===== config.mk =====
export PLATFORM = sky130hd
export DESIGN_NAME = ipv4_option_field_builder
export DESIGN_NICKNAME = d
export VERILOG_FILES = /design/src/sv/ipv4ofb_pkg.sv /design/src/sv/ipv4ofb_area.sv /design/src/sv/ipv4ofb_ctrl.sv /design/src/sv/ipv4_option_field_builder.sv
export SDC_FILE = /design/constraint.sdc
export NUM_CORES = 1
export LEC_CHECK = 0
export ABC_AREA = 0
export BUFFER_PORTS_ARGS = -buffer_cell sky130_fd_sc_hd__buf_2
export CORE_MARGIN = 8
export CORE_UTILIZATION = 55
export DETAILED_ROUTE_END_ITERATION = 8
export PLACE_DENSITY = 0.81
export SETUP_SLACK_MARGIN = 0.4
export SLEW_MARGIN = 20
export SYNTH_ARGS = -nofsm -noshare
export SYNTH_HDL_FRONTEND = slang
export SYNTH_SLANG_ARGS = --single-unit
export TNS_END_PERCENT = 5

===== constraint.sdc =====
create_clock -name clk -period 4.43 [get_ports clk]
set_input_delay 0.2215 -clock clk [delete_from_list [all_inputs] [get_ports clk]]
set_output_delay 0.2215 -clock clk [all_outputs]
set_load 0.02 [all_outputs]

===== src/sv/ipv4ofb_pkg.sv =====
package ipv4ofb_pkg;

	typedef enum logic [3:0] {
		MODE_NOP        = 4'd0,
		MODE_END        = 4'd1,
		MODE_SECURITY   = 4'd2,
		MODE_ROUTE_HDR  = 4'd3,
		MODE_ROUTE_ADDR = 4'd4,
		MODE_STREAM_ID  = 4'd5,
		MODE_TIMESTAMP  = 4'd6,
		MODE_POP        = 4'd7,
		MODE_READ       = 4'd8
	} mode_t;

	typedef enum logic [2:0] {
		ST_IDLE,
		ST_LOOK,
		ST_POP,
		ST_WRITE,
		ST_DONE
	} state_t;

	localparam int SIZE_W = 6;
	localparam int LEN_W  = 6;
	localparam int OPT_W  = 88;

	localparam logic [7:0] NOP_BYTE   = 8'd1;
	localparam logic [7:0] END_BYTE   = 8'd0;
	localparam logic [7:0] SEC_TYPE   = 8'd130;
	localparam logic [7:0] SEC_LEN    = 8'd11;
	localparam logic [7:0] SID_TYPE   = 8'd136;
	localparam logic [7:0] SID_LEN    = 8'd4;
	localparam logic [7:0] TS_TYPE    = 8'd68;
	localparam logic [7:0] TS_MIN_LEN = 8'd4;
	localparam logic [7:0] TS_MAX_LEN = 8'd40;
	localparam logic [7:0] TS_POINTER = 8'd5;

	localparam logic [3:0] TS_FLAG_ONLY    = 4'd0;
	localparam logic [3:0] TS_FLAG_ADDR    = 4'd1;
	localparam logic [3:0] TS_FLAG_PRESPEC = 4'd3;

	localparam logic [LEN_W-1:0] ONE_LEN        = 6'd1;
	localparam logic [LEN_W-1:0] ROUTE_HDR_LEN  = 6'd3;
	localparam logic [LEN_W-1:0] ROUTE_ADDR_LEN = 6'd4;

	// Input word, last field in the highest bits so it overlays s_tdata directly.
	typedef struct packed {
		logic [5:0]  read_index;
		logic [3:0]  ts_flag;
		logic [3:0]  route_count;
		logic [7:0]  hdr_pointer;
		logic [7:0]  hdr_length;
		logic [7:0]  hdr_type;
		logic [23:0] value_d;
		logic [15:0] value_c;
		logic [15:0] value_b;
		logic [31:0] value_a;
	} item_t;

	typedef struct packed {
		logic [5:0] option_count;
		logic [5:0] used_length;
		logic [7:0] read_byte;
		logic [7:0] popped_type;
		logic       accepted;
	} result_t;

	typedef struct packed {
		logic             start;
		logic [LEN_W-1:0] len;
		logic [OPT_W-1:0] bytes;
	} wr_cmd_t;

endpackage


===== src/sv/ipv4ofb_area.sv =====
module ipv4ofb_area #(
	parameter int N = 40,
	localparam int AW = $clog2(N)
) (
	input  logic                  clk,
	input  logic                  arst_n,
	input  ipv4ofb_pkg::wr_cmd_t  wr_cmd,
	input  logic [AW-1:0]         wr_base,
	output logic                  wr_busy,
	input  logic                  rd_en,
	input  logic [AW-1:0]         rd_addr,
	output logic [7:0]            rd_data
);
	import ipv4ofb_pkg::*;

	logic [7:0]       area_mem [N];
	logic [OPT_W-1:0] shift_q;
	logic [LEN_W-1:0] left_q;
	logic [AW-1:0]    addr_q;
	logic [7:0]       rd_data_q;

	assign wr_busy = (left_q != '0);
	assign rd_data = rd_data_q;

	always_ff @(posedge clk or negedge arst_n) begin
		if (!arst_n) begin
			left_q <= '0;
		end else if (wr_cmd.start) begin
			left_q <= wr_cmd.len;
		end else if (wr_busy) begin
			left_q <= left_q - 1'b1;
		end
	end

	// Option bytes leave low byte first; zeros shift in, which pads timestamps.
	always_ff @(posedge clk) begin
		if (wr_cmd.start) begin
			shift_q <= wr_cmd.bytes;
			addr_q  <= wr_base;
		end else if (wr_busy) begin
			shift_q <= {8'd0, shift_q[OPT_W-1:8]};
			addr_q  <= addr_q + 1'b1;
		end
	end

	always_ff @(posedge clk) begin
		if (wr_busy) begin
			area_mem[addr_q] <= shift_q[7:0];
		end
		if (rd_en) begin
			rd_data_q <= area_mem[rd_addr];
		end
	end

endmodule


===== src/sv/ipv4ofb_ctrl.sv =====
module ipv4ofb_ctrl #(
	parameter int N = 40,
	localparam int AW = $clog2(N),
	localparam int FW = $clog2(N + 1)
) (
	input  logic                  clk,
	input  logic                  arst_n,
	input  logic                  in_valid,
	output logic                  in_ready,
	input  ipv4ofb_pkg::mode_t    in_mode,
	input  ipv4ofb_pkg::item_t    in_item,
	output ipv4ofb_pkg::wr_cmd_t  wr_cmd,
	output logic [AW-1:0]         wr_base,
	input  logic                  wr_busy,
	output logic                  rd_en,
	output logic [AW-1:0]         rd_addr,
	input  logic [7:0]            rd_data,
	output logic                  res_valid,
	input  logic                  res_ready,
	output ipv4ofb_pkg::result_t  res
);
	import ipv4ofb_pkg::*;

	localparam int SW = ((FW > LEN_W) ? FW : LEN_W) + 1;
	localparam logic [SW-1:0] LIMIT = SW'(N);
	localparam logic [FW-1:0] CNT_LIMIT = FW'(N);

	state_t state_q, state_n;
	mode_t  mode_q;
	item_t  item_q;

	logic [FW-1:0] fill_q, count_q, fill_n, count_n;
	logic [3:0]    pending_q, pending_n;
	logic          ok_q, look_ok;
	logic [7:0]    popped_q, rbyte_q, look_rbyte;

	logic [SIZE_W-1:0] size_mem [N];
	logic [SIZE_W-1:0] size_rd_q, sz_wdata;
	logic [AW-1:0]     sz_waddr, sz_raddr;
	logic              sz_we, sz_re;

	logic             accept, go_write, go_pop;
	logic [LEN_W-1:0] cmd_len;
	logic [OPT_W-1:0] cmd_bytes;
	logic [FW-1:0]    pop_start;

	logic [SW-1:0] fill_x, rhdr_need;
	logic          cnt_free, fit_one, fit_sec, fit_sid, fit_rhdr, fit_raddr, fit_ts, ts_ok;

	assign accept    = in_valid && in_ready;
	assign pop_start = fill_q - FW'(size_rd_q);

	assign fill_x    = SW'(fill_q);
	assign rhdr_need = SW'(ROUTE_HDR_LEN) + (SW'(item_q.route_count) << 2);
	assign cnt_free  = count_q < CNT_LIMIT;
	assign fit_one   = cnt_free && (fill_x + SW'(ONE_LEN) <= LIMIT);
	assign fit_sec   = cnt_free && (fill_x + SW'(SEC_LEN) <= LIMIT);
	assign fit_sid   = cnt_free && (fill_x + SW'(SID_LEN) <= LIMIT);
	assign fit_rhdr  = cnt_free && (fill_x + rhdr_need <= LIMIT);
	assign fit_raddr = cnt_free && (count_q != '0) && (fill_x + SW'(ROUTE_ADDR_LEN) <= LIMIT);
	assign fit_ts    = cnt_free && (fill_x + SW'(item_q.hdr_length) <= LIMIT);
	assign ts_ok     = (item_q.ts_flag == TS_FLAG_ONLY || item_q.ts_flag == TS_FLAG_ADDR ||
			item_q.ts_flag == TS_FLAG_PRESPEC) &&
			item_q.hdr_length >= TS_MIN_LEN && item_q.hdr_length <= TS_MAX_LEN;

	// Decision taken in the look cycle, once the size of the last option is back.
	always_comb begin
		go_write   = 1'b0;
		go_pop     = 1'b0;
		look_ok    = 1'b0;
		look_rbyte = 8'd0;
		cmd_len    = '0;
		cmd_bytes  = '0;
		fill_n     = fill_q;
		count_n    = count_q;
		pending_n  = pending_q;
		sz_we      = 1'b0;
		sz_waddr   = AW'(count_q);
		sz_wdata   = '0;
		if (mode_q == MODE_READ) begin
			look_ok = SW'(item_q.read_index) < LIMIT;
			// Bytes past the used length always read as zero.
			if (SW'(item_q.read_index) < fill_x) begin
				look_rbyte = rd_data;
			end
		end else if (pending_q != '0) begin
			if (mode_q == MODE_ROUTE_ADDR && fit_raddr) begin
				go_write  = 1'b1;
				look_ok   = 1'b1;
				cmd_len   = ROUTE_ADDR_LEN;
				cmd_bytes = OPT_W'(item_q.value_a);
				fill_n    = fill_q + FW'(ROUTE_ADDR_LEN);
				pending_n = pending_q - 1'b1;
				sz_we     = 1'b1;
				sz_waddr  = AW'(count_q - 1'b1);
				sz_wdata  = size_rd_q + SIZE_W'(ROUTE_ADDR_LEN);
			end
		end else begin
			case (mode_q)
				MODE_NOP, MODE_END: begin
					if (fit_one) begin
						go_write  = 1'b1;
						cmd_len   = ONE_LEN;
						cmd_bytes = OPT_W'((mode_q == MODE_NOP) ? NOP_BYTE : END_BYTE);
					end
				end
				MODE_SECURITY: begin
					if (fit_sec) begin
						go_write  = 1'b1;
						cmd_len   = LEN_W'(SEC_LEN);
						cmd_bytes = {item_q.value_d, item_q.value_c, item_q.value_b,
								item_q.value_a[15:0], SEC_LEN, SEC_TYPE};
					end
				end
				MODE_ROUTE_HDR: begin
					if (fit_rhdr) begin
						go_write  = 1'b1;
						cmd_len   = ROUTE_HDR_LEN;
						cmd_bytes = OPT_W'({item_q.hdr_pointer, item_q.hdr_length,
								item_q.hdr_type});
						pending_n = item_q.route_count;
					end
				end
				MODE_STREAM_ID: begin
					if (fit_sid) begin
						go_write  = 1'b1;
						cmd_len   = LEN_W'(SID_LEN);
						cmd_bytes = OPT_W'({item_q.value_a[15:0], SID_LEN, SID_TYPE});
					end
				end
				MODE_TIMESTAMP: begin
					if (ts_ok && fit_ts) begin
						go_write  = 1'b1;
						cmd_len   = LEN_W'(item_q.hdr_length);
						cmd_bytes = OPT_W'({4'd0, item_q.ts_flag, TS_POINTER,
								item_q.hdr_length, TS_TYPE});
					end
				end
				MODE_POP: begin
					if (count_q != '0) begin
						go_pop  = 1'b1;
						look_ok = 1'b1;
						fill_n  = pop_start;
						count_n = count_q - 1'b1;
					end
				end
				default: begin
				end
			endcase
			// Every append records a new entry in the size list.
			if (go_write) begin
				look_ok  = 1'b1;
				fill_n   = fill_q + FW'(cmd_len);
				count_n  = count_q + 1'b1;
				sz_we    = 1'b1;
				sz_wdata = SIZE_W'(cmd_len);
			end
		end
	end

	always_comb begin
		state_n = state_q;
		case (state_q)
			ST_IDLE: begin
				if (accept) begin
					state_n = ST_LOOK;
				end
			end
			ST_LOOK: begin
				if (go_write) begin
					state_n = ST_WRITE;
				end else if (go_pop) begin
					state_n = ST_POP;
				end else begin
					state_n = ST_DONE;
				end
			end
			ST_POP: begin
				state_n = ST_DONE;
			end
			ST_WRITE: begin
				// Interlock: the next item is not taken before the last byte is in.
				if (!wr_busy) begin
					state_n = ST_DONE;
				end
			end
			ST_DONE: begin
				if (res_ready) begin
					state_n = ST_IDLE;
				end
			end
			default: begin
				state_n = ST_IDLE;
			end
		endcase
	end

	always_comb begin
		in_ready     = (state_q == ST_IDLE);
		res_valid    = (state_q == ST_DONE);
		wr_cmd.start = (state_q == ST_LOOK) && go_write;
		wr_cmd.len   = cmd_len;
		wr_cmd.bytes = cmd_bytes;
		wr_base      = AW'(fill_q);
		sz_re        = accept;
		sz_raddr     = (count_q == '0) ? '0 : AW'(count_q - 1'b1);
		if (state_q == ST_LOOK) begin
			rd_en   = go_pop;
			rd_addr = AW'(pop_start);
		end else begin
			rd_en   = accept;
			rd_addr = AW'(in_item.read_index);
		end
		res.accepted     = ok_q;
		res.popped_type  = popped_q;
		res.read_byte    = rbyte_q;
		res.used_length  = 6'(fill_q);
		res.option_count = 6'(count_q);
	end

	always_ff @(posedge clk or negedge arst_n) begin
		if (!arst_n) begin
			state_q   <= ST_IDLE;
			fill_q    <= '0;
			count_q   <= '0;
			pending_q <= '0;
		end else begin
			state_q <= state_n;
			if (state_q == ST_LOOK) begin
				fill_q    <= fill_n;
				count_q   <= count_n;
				pending_q <= pending_n;
			end
		end
	end

	always_ff @(posedge clk) begin
		if (accept) begin
			mode_q   <= in_mode;
			item_q   <= in_item;
			popped_q <= 8'd0;
		end
		if (state_q == ST_LOOK) begin
			ok_q    <= look_ok;
			rbyte_q <= look_rbyte;
		end
		if (state_q == ST_POP) begin
			popped_q <= rd_data;
		end
	end

	always_ff @(posedge clk) begin
		if (sz_we && state_q == ST_LOOK) begin
			size_mem[sz_waddr] <= sz_wdata;
		end
		if (sz_re) begin
			size_rd_q <= size_mem[sz_raddr];
		end
	end

endmodule


===== src/sv/ipv4_option_field_builder.sv =====
// IPv4 options assembler. Each input word appends one option (or one route address) to
// an options area of OPTION_AREA_BYTES bytes, pops the last option, or reads one byte
// of the area, and every word gives exactly one result word with the accept flag, the
// popped first byte, the read byte and the new used length and option count. Words
// are taken one at a time. The area lives in a byte memory with one write and one read
// port that is filled one byte per cycle; an append passes through the look and write
// states, a pop through look and pop, and a read or a rejected word through look alone,
// before the result word. The option sizes sit in a second memory that is read back in
// the cycle after acceptance. No clearing pass follows reset: bytes past the used
// length always read as zero.
module ipv4_option_field_builder #(
	parameter int OPTION_AREA_BYTES = 40
) (
	input  logic         clk,
	input  logic         arst_n,
	input  logic         s_tvalid,
	output logic         s_tready,
	// value_a, value_b, value_c, value_d, hdr_type, hdr_length, hdr_pointer,
	// route_count, ts_flag, read_index
	input  logic [127:0] s_tdata,
	// mode
	input  logic [3:0]   s_tuser,
	output logic         m_tvalid,
	input  logic         m_tready,
	// accepted, popped_type, read_byte, used_length, option_count
	output logic [31:0]  m_tdata
);
	import ipv4ofb_pkg::*;

	localparam int AW = $clog2(OPTION_AREA_BYTES);

	wr_cmd_t       wr_cmd;
	logic [AW-1:0] wr_base, rd_addr;
	logic          wr_busy, rd_en;
	logic [7:0]    rd_data;
	logic          res_valid, res_ready;
	result_t       res, res_q;
	logic          m_tvalid_q;

	ipv4ofb_area #(.N(OPTION_AREA_BYTES)) u_area (
		.clk     (clk),
		.arst_n  (arst_n),
		.wr_cmd  (wr_cmd),
		.wr_base (wr_base),
		.wr_busy (wr_busy),
		.rd_en   (rd_en),
		.rd_addr (rd_addr),
		.rd_data (rd_data)
	);

	ipv4ofb_ctrl #(.N(OPTION_AREA_BYTES)) u_ctrl (
		.clk       (clk),
		.arst_n    (arst_n),
		.in_valid  (s_tvalid),
		.in_ready  (s_tready),
		.in_mode   (mode_t'(s_tuser)),
		.in_item   (item_t'(s_tdata[$bits(item_t)-1:0])),
		.wr_cmd    (wr_cmd),
		.wr_base   (wr_base),
		.wr_busy   (wr_busy),
		.rd_en     (rd_en),
		.rd_addr   (rd_addr),
		.rd_data   (rd_data),
		.res_valid (res_valid),
		.res_ready (res_ready),
		.res       (res)
	);

	// The result register lets the controller take the next word while a result waits.
	assign res_ready = !m_tvalid_q || m_tready;
	assign m_tvalid  = m_tvalid_q;
	assign m_tdata   = {3'd0, res_q};

	always_ff @(posedge clk or negedge arst_n) begin
		if (!arst_n) begin
			m_tvalid_q <= 1'b0;
		end else if (res_valid && res_ready) begin
			m_tvalid_q <= 1'b1;
		end else if (m_tready) begin
			m_tvalid_q <= 1'b0;
		end
	end

	always_ff @(posedge clk) begin
		if (res_valid && res_ready) begin
			res_q <= res;
		end
	end

`ifndef SYNTHESIS
	a_reject_clean: assert property (@(posedge clk) disable iff (!arst_n)
			m_tvalid && !res_q.accepted |-> res_q.popped_type == 8'd0 &&
			res_q.read_byte == 8'd0)
		else $error("rejected word carries data");

	a_busy_blocks_input: assert property (@(posedge clk) disable iff (!arst_n)
			wr_busy |-> !s_tready && !res_valid)
		else $error("word taken or answered while option bytes are written");

	a_empty_area: assert property (@(posedge clk) disable iff (!arst_n)
			m_tvalid && res_q.option_count == 6'd0 |-> res_q.used_length == 6'd0)
		else $error("bytes in use with no option stored");
`endif

endmodule


==> impl_metrics.py <==
metrics = {
    "run_status": {
        "outcome": "finished clean",
    },
    "global_routing": {
        "grt_antenna_before_repair": 5,
        "grt_pass1_vias": 24758,
        "grt_max_degree": 117,
        "grt_overflow": 0,
        "grt_usage_pct": 24.8,
        "grt_pass1_wl_mm": 144,
    },
    "power": {
        "p_leak_nw": 15.5,
        "p_total_mw": 30.5,
        "worst_ir_drop_vdd_v": 0.000637,
        "power_density_nw_per_um2": 716,
    },
    "yosys": {
        "postSynth.asyncResetShare_pct": 2.99,
        "syn_area_per_cell_sq_um": 13.1,
        "synth_area_sq_um": 36500,
        "synth.lib_cells_used.distinct": 90,
        "yosys_warnings": 0,
        "synth_area_leaders": "edfxtp_1 69%, nand2_1 5.3%, nand3_1 3.8%",
        "yosysMostFrequentCell": "edfxtp_1",
        "ys_ff_latch": 870,
        "synth_edf_count": 844,
        "yosysTopAreaCell": "edfxtp_1",
        "ys_seq_area_share_pct": 71.1,
        "synth_top_area_share_pct": 69.3,
        "synth_cells": 2800,
        "ys.flop_type": "edfxtp_1",
        "yosys-top-cells-count": "844 x edfxtp_1, 517 x nand2_1, 277 x nand3_1, 163 x nor2_1, 99 x o21ai_0",
    },
    "clock_tree": {
        "cts_buffers": 84,
        "insertion_delay_ns": 0.63,
        "cts_buffer_depth": 3,
        "clock-sinks": 870,
        "htree_levels": 3,
        "path_clk_slew_ns": 0.06,
        "clockRootBuffer": "clkbuf_16",
        "cts_tree": "built",
    },
    "setup_path": {
        "cp-start-kind": "register",
        "reg2reg_slack_ns": 0.29,
        "crit_fanout": 10,
        "cp.arrival_ns": 4.42,
        "cp-end-kind": "register",
        "required_ns": 4.71,
        "rr_worst_depth": 10,
        "crit_type": "register to register",
    },
    "job": {
        "maxCapViolations": 0,
    },
    "layout": {
        "drive_gt1_share_pct": 13.9,
        "area_delta_synth_final_pct": 16.6,
        "n_fill_cell": 4471,
        "nets": 3262,
    },
    "timing": {
        "max_freq_mhz": 241,
        "setup-violations-final": 0,
        "slew_violations": 0,
        "finalHoldViolCount": 0,
        "whs_ns": 0.262,
        "fin_crit_ns": 4.14,
        "period_share_pct": 93.5,
        "tightest_slew_ns": 1.17,
        "rsz0062_at_grt": "yes",
        "fin_tns_setup_ns": 0,
        "slew_headroom_pct": 21.6,
        "skew_ns": 0.0302,
    },
    "route": {
        "first_pass_iters": 8,
        "num_vias": 24946,
        "viasPerCell": 6.20,
        "antenna_left": 0,
        "finalWirelength_mm": 95.4,
        "drc": 0,
        "drtIter0Drc": 3218,
        "wire_per_inst_um": 23.7,
    },
    "placement": {
        "io_buffers": 164,
        "place_hpwl_mm": 58.0,
        "gp_congestion": 1.00,
    },
    "floorplan": {
        "die_h_um": 274,
        "initial_core_util_pct": 55.6,
        "fp-row-count": 94,
        "core_sq_um": 65700,
        "io_pins": 170,
        "die_area_sq_um": 75000,
        "die_w_um": 274,
    },
    "min_path": {
        "hold_path.class": "primary input to async pin",
    },
}
[layout by cell type (no fill, tap or decap), types with 10 or more instances in the layout]
cell / count
mux2i_1: 27
buf_4: 71
xnor2_1: 20
a31oi_1: 29
a211oi_1: 70
dlygate4sd3_1: 133
clkbuf_16: 86
nor3_1: 13
clkinv_1: 15
buf_2: 164
nand3_1: 277
edfxtp_1: 844
nor2_2: 19
nand2_1: 517
and3_1: 22
dfrtp_1: 24
and2_1: 19
clkinv_2: 15
a21oi_1: 61
nand2b_1: 10
nor2_1: 144
nor4_1: 18
o21ai_0: 93
nor2b_1: 40
a221oi_1: 19
ha_1: 30
or3_1: 69
o211ai_1: 35
buf_12: 10
inv_1: 28
clkbuf_1: 18
[kinds of logic (layout without fill, tap and decap cells)]
group / Yosys count / count (layout) / synth area share (%)
compound gates: 435 / 435 / 8.20
fa+ha+maj: 37 / 37 / 1.33
other cells: 1 / 9 / 0.0103
flops: 870 / 870 / 71.1
mux: 37 / 37 / 1.24
buf+inv: 207 / 559 / 2.62
xor+xnor: 29 / 29 / 0.695
simple gates: 1184 / 1184 / 14.8
[path summary, 6_finish.rpt]
kind	endpoint	from
min in group clk	u_ctrl.item_q[19]	s_tdata[19]
max	u_ctrl.size_mem[19][3]	u_ctrl.wr_base[3]
min reg2reg	m_tdata[2]	u_ctrl.popped_q[1]
min	u_ctrl.wr_base[4]	arst_n
max in group asynchronous	u_ctrl.count_q[0]	arst_n
max reg2reg	u_ctrl.size_mem[19][3]	u_ctrl.wr_base[3]
[power by group]
part | leakage [nW] | internal (mW) | switching, mW
Clock | 1.33 | 4.10 | 3.05
Sequential | 8.53 | 11.0 | 0.596
Combinational | 5.61 | 3.77 | 8.01
Total | 15.5 | 18.9 | 11.7
[flip-flops by register name, indices dropped and copies added (netlist names), 8 cells and up]
name             cells
u_ctrl.popped_q      8
u_area.area_mem    320
u_area.rd_data       8
u_ctrl.rbyte_q       8
u_area.shift_q      88
u_ctrl.size_mem    240
m_tdata             29
u_ctrl.item_q      126
[stage by stage]
| stage | utilization, % | worst slack, ns | instance area [sq um] | instances |
|---|---|---|---|---|
| 2_1_floorplan | - | 0.0588 | 36600 | 2802 |
| 3_3_place_gp | 58.5 | 0.252 | 38500 | 3732 |
| 3_5_place_dp | 58.5 | 0.255 | 38500 | 3732 |
| 6_report | 64.8 | 0.288 | 42600 | 4024 |
| 5_1_grt | 64.8 | 0.222 | 42600 | 4021 |
| 4_1_cts | 64.7 | 0.360 | 42500 | 4017 |
[timing repair]
item / 4_1_cts / 5_1_grt
setup endpoints to repair: 43 / 248
pin swaps: 0 / 4
hold endpoints to repair: 158 / 0
hold buffers: 133 / 0
resized for setup: 2 / 21
buffers inserted: 1 / 1
[metal layers]
metal	track usage [%]	part of all wire (%)	vias up
met4	11.5	4.6	0
met3	4.03	8.9	276
met2	41.3	49	1425
li1	-	-	11046
met5	0	0	-
met1	31.9	37	12199
[critical path: stages (launching register included)]
cell and delay, ns:
dfrtp_2 0.49, buf_4 0.19, ha_1 0.36, a211o_1 0.27, o41ai_1 0.39, and4_1 0.52
buf_4 0.23, a21oi_4 0.07, a31oi_4 0.38, o211ai_2 0.40, nor2_2 0.47
[layout make-up]
class	count	area (sq um)	area share [%]
Tap cell	864	1080	2.54
Clock buffer	104	2220	5.21
Inverter	30	124	0.291
Multi-Input combinational cell	1725	9790	23.0
Clock inverter	47	488	1.15
Antenna cell	6	15.0	0.0352
Sequential cell	870	26000	61.0
Timing Repair Buffer	378	2890	6.77
Note: power is estimated with default switching activity, not from simulation.
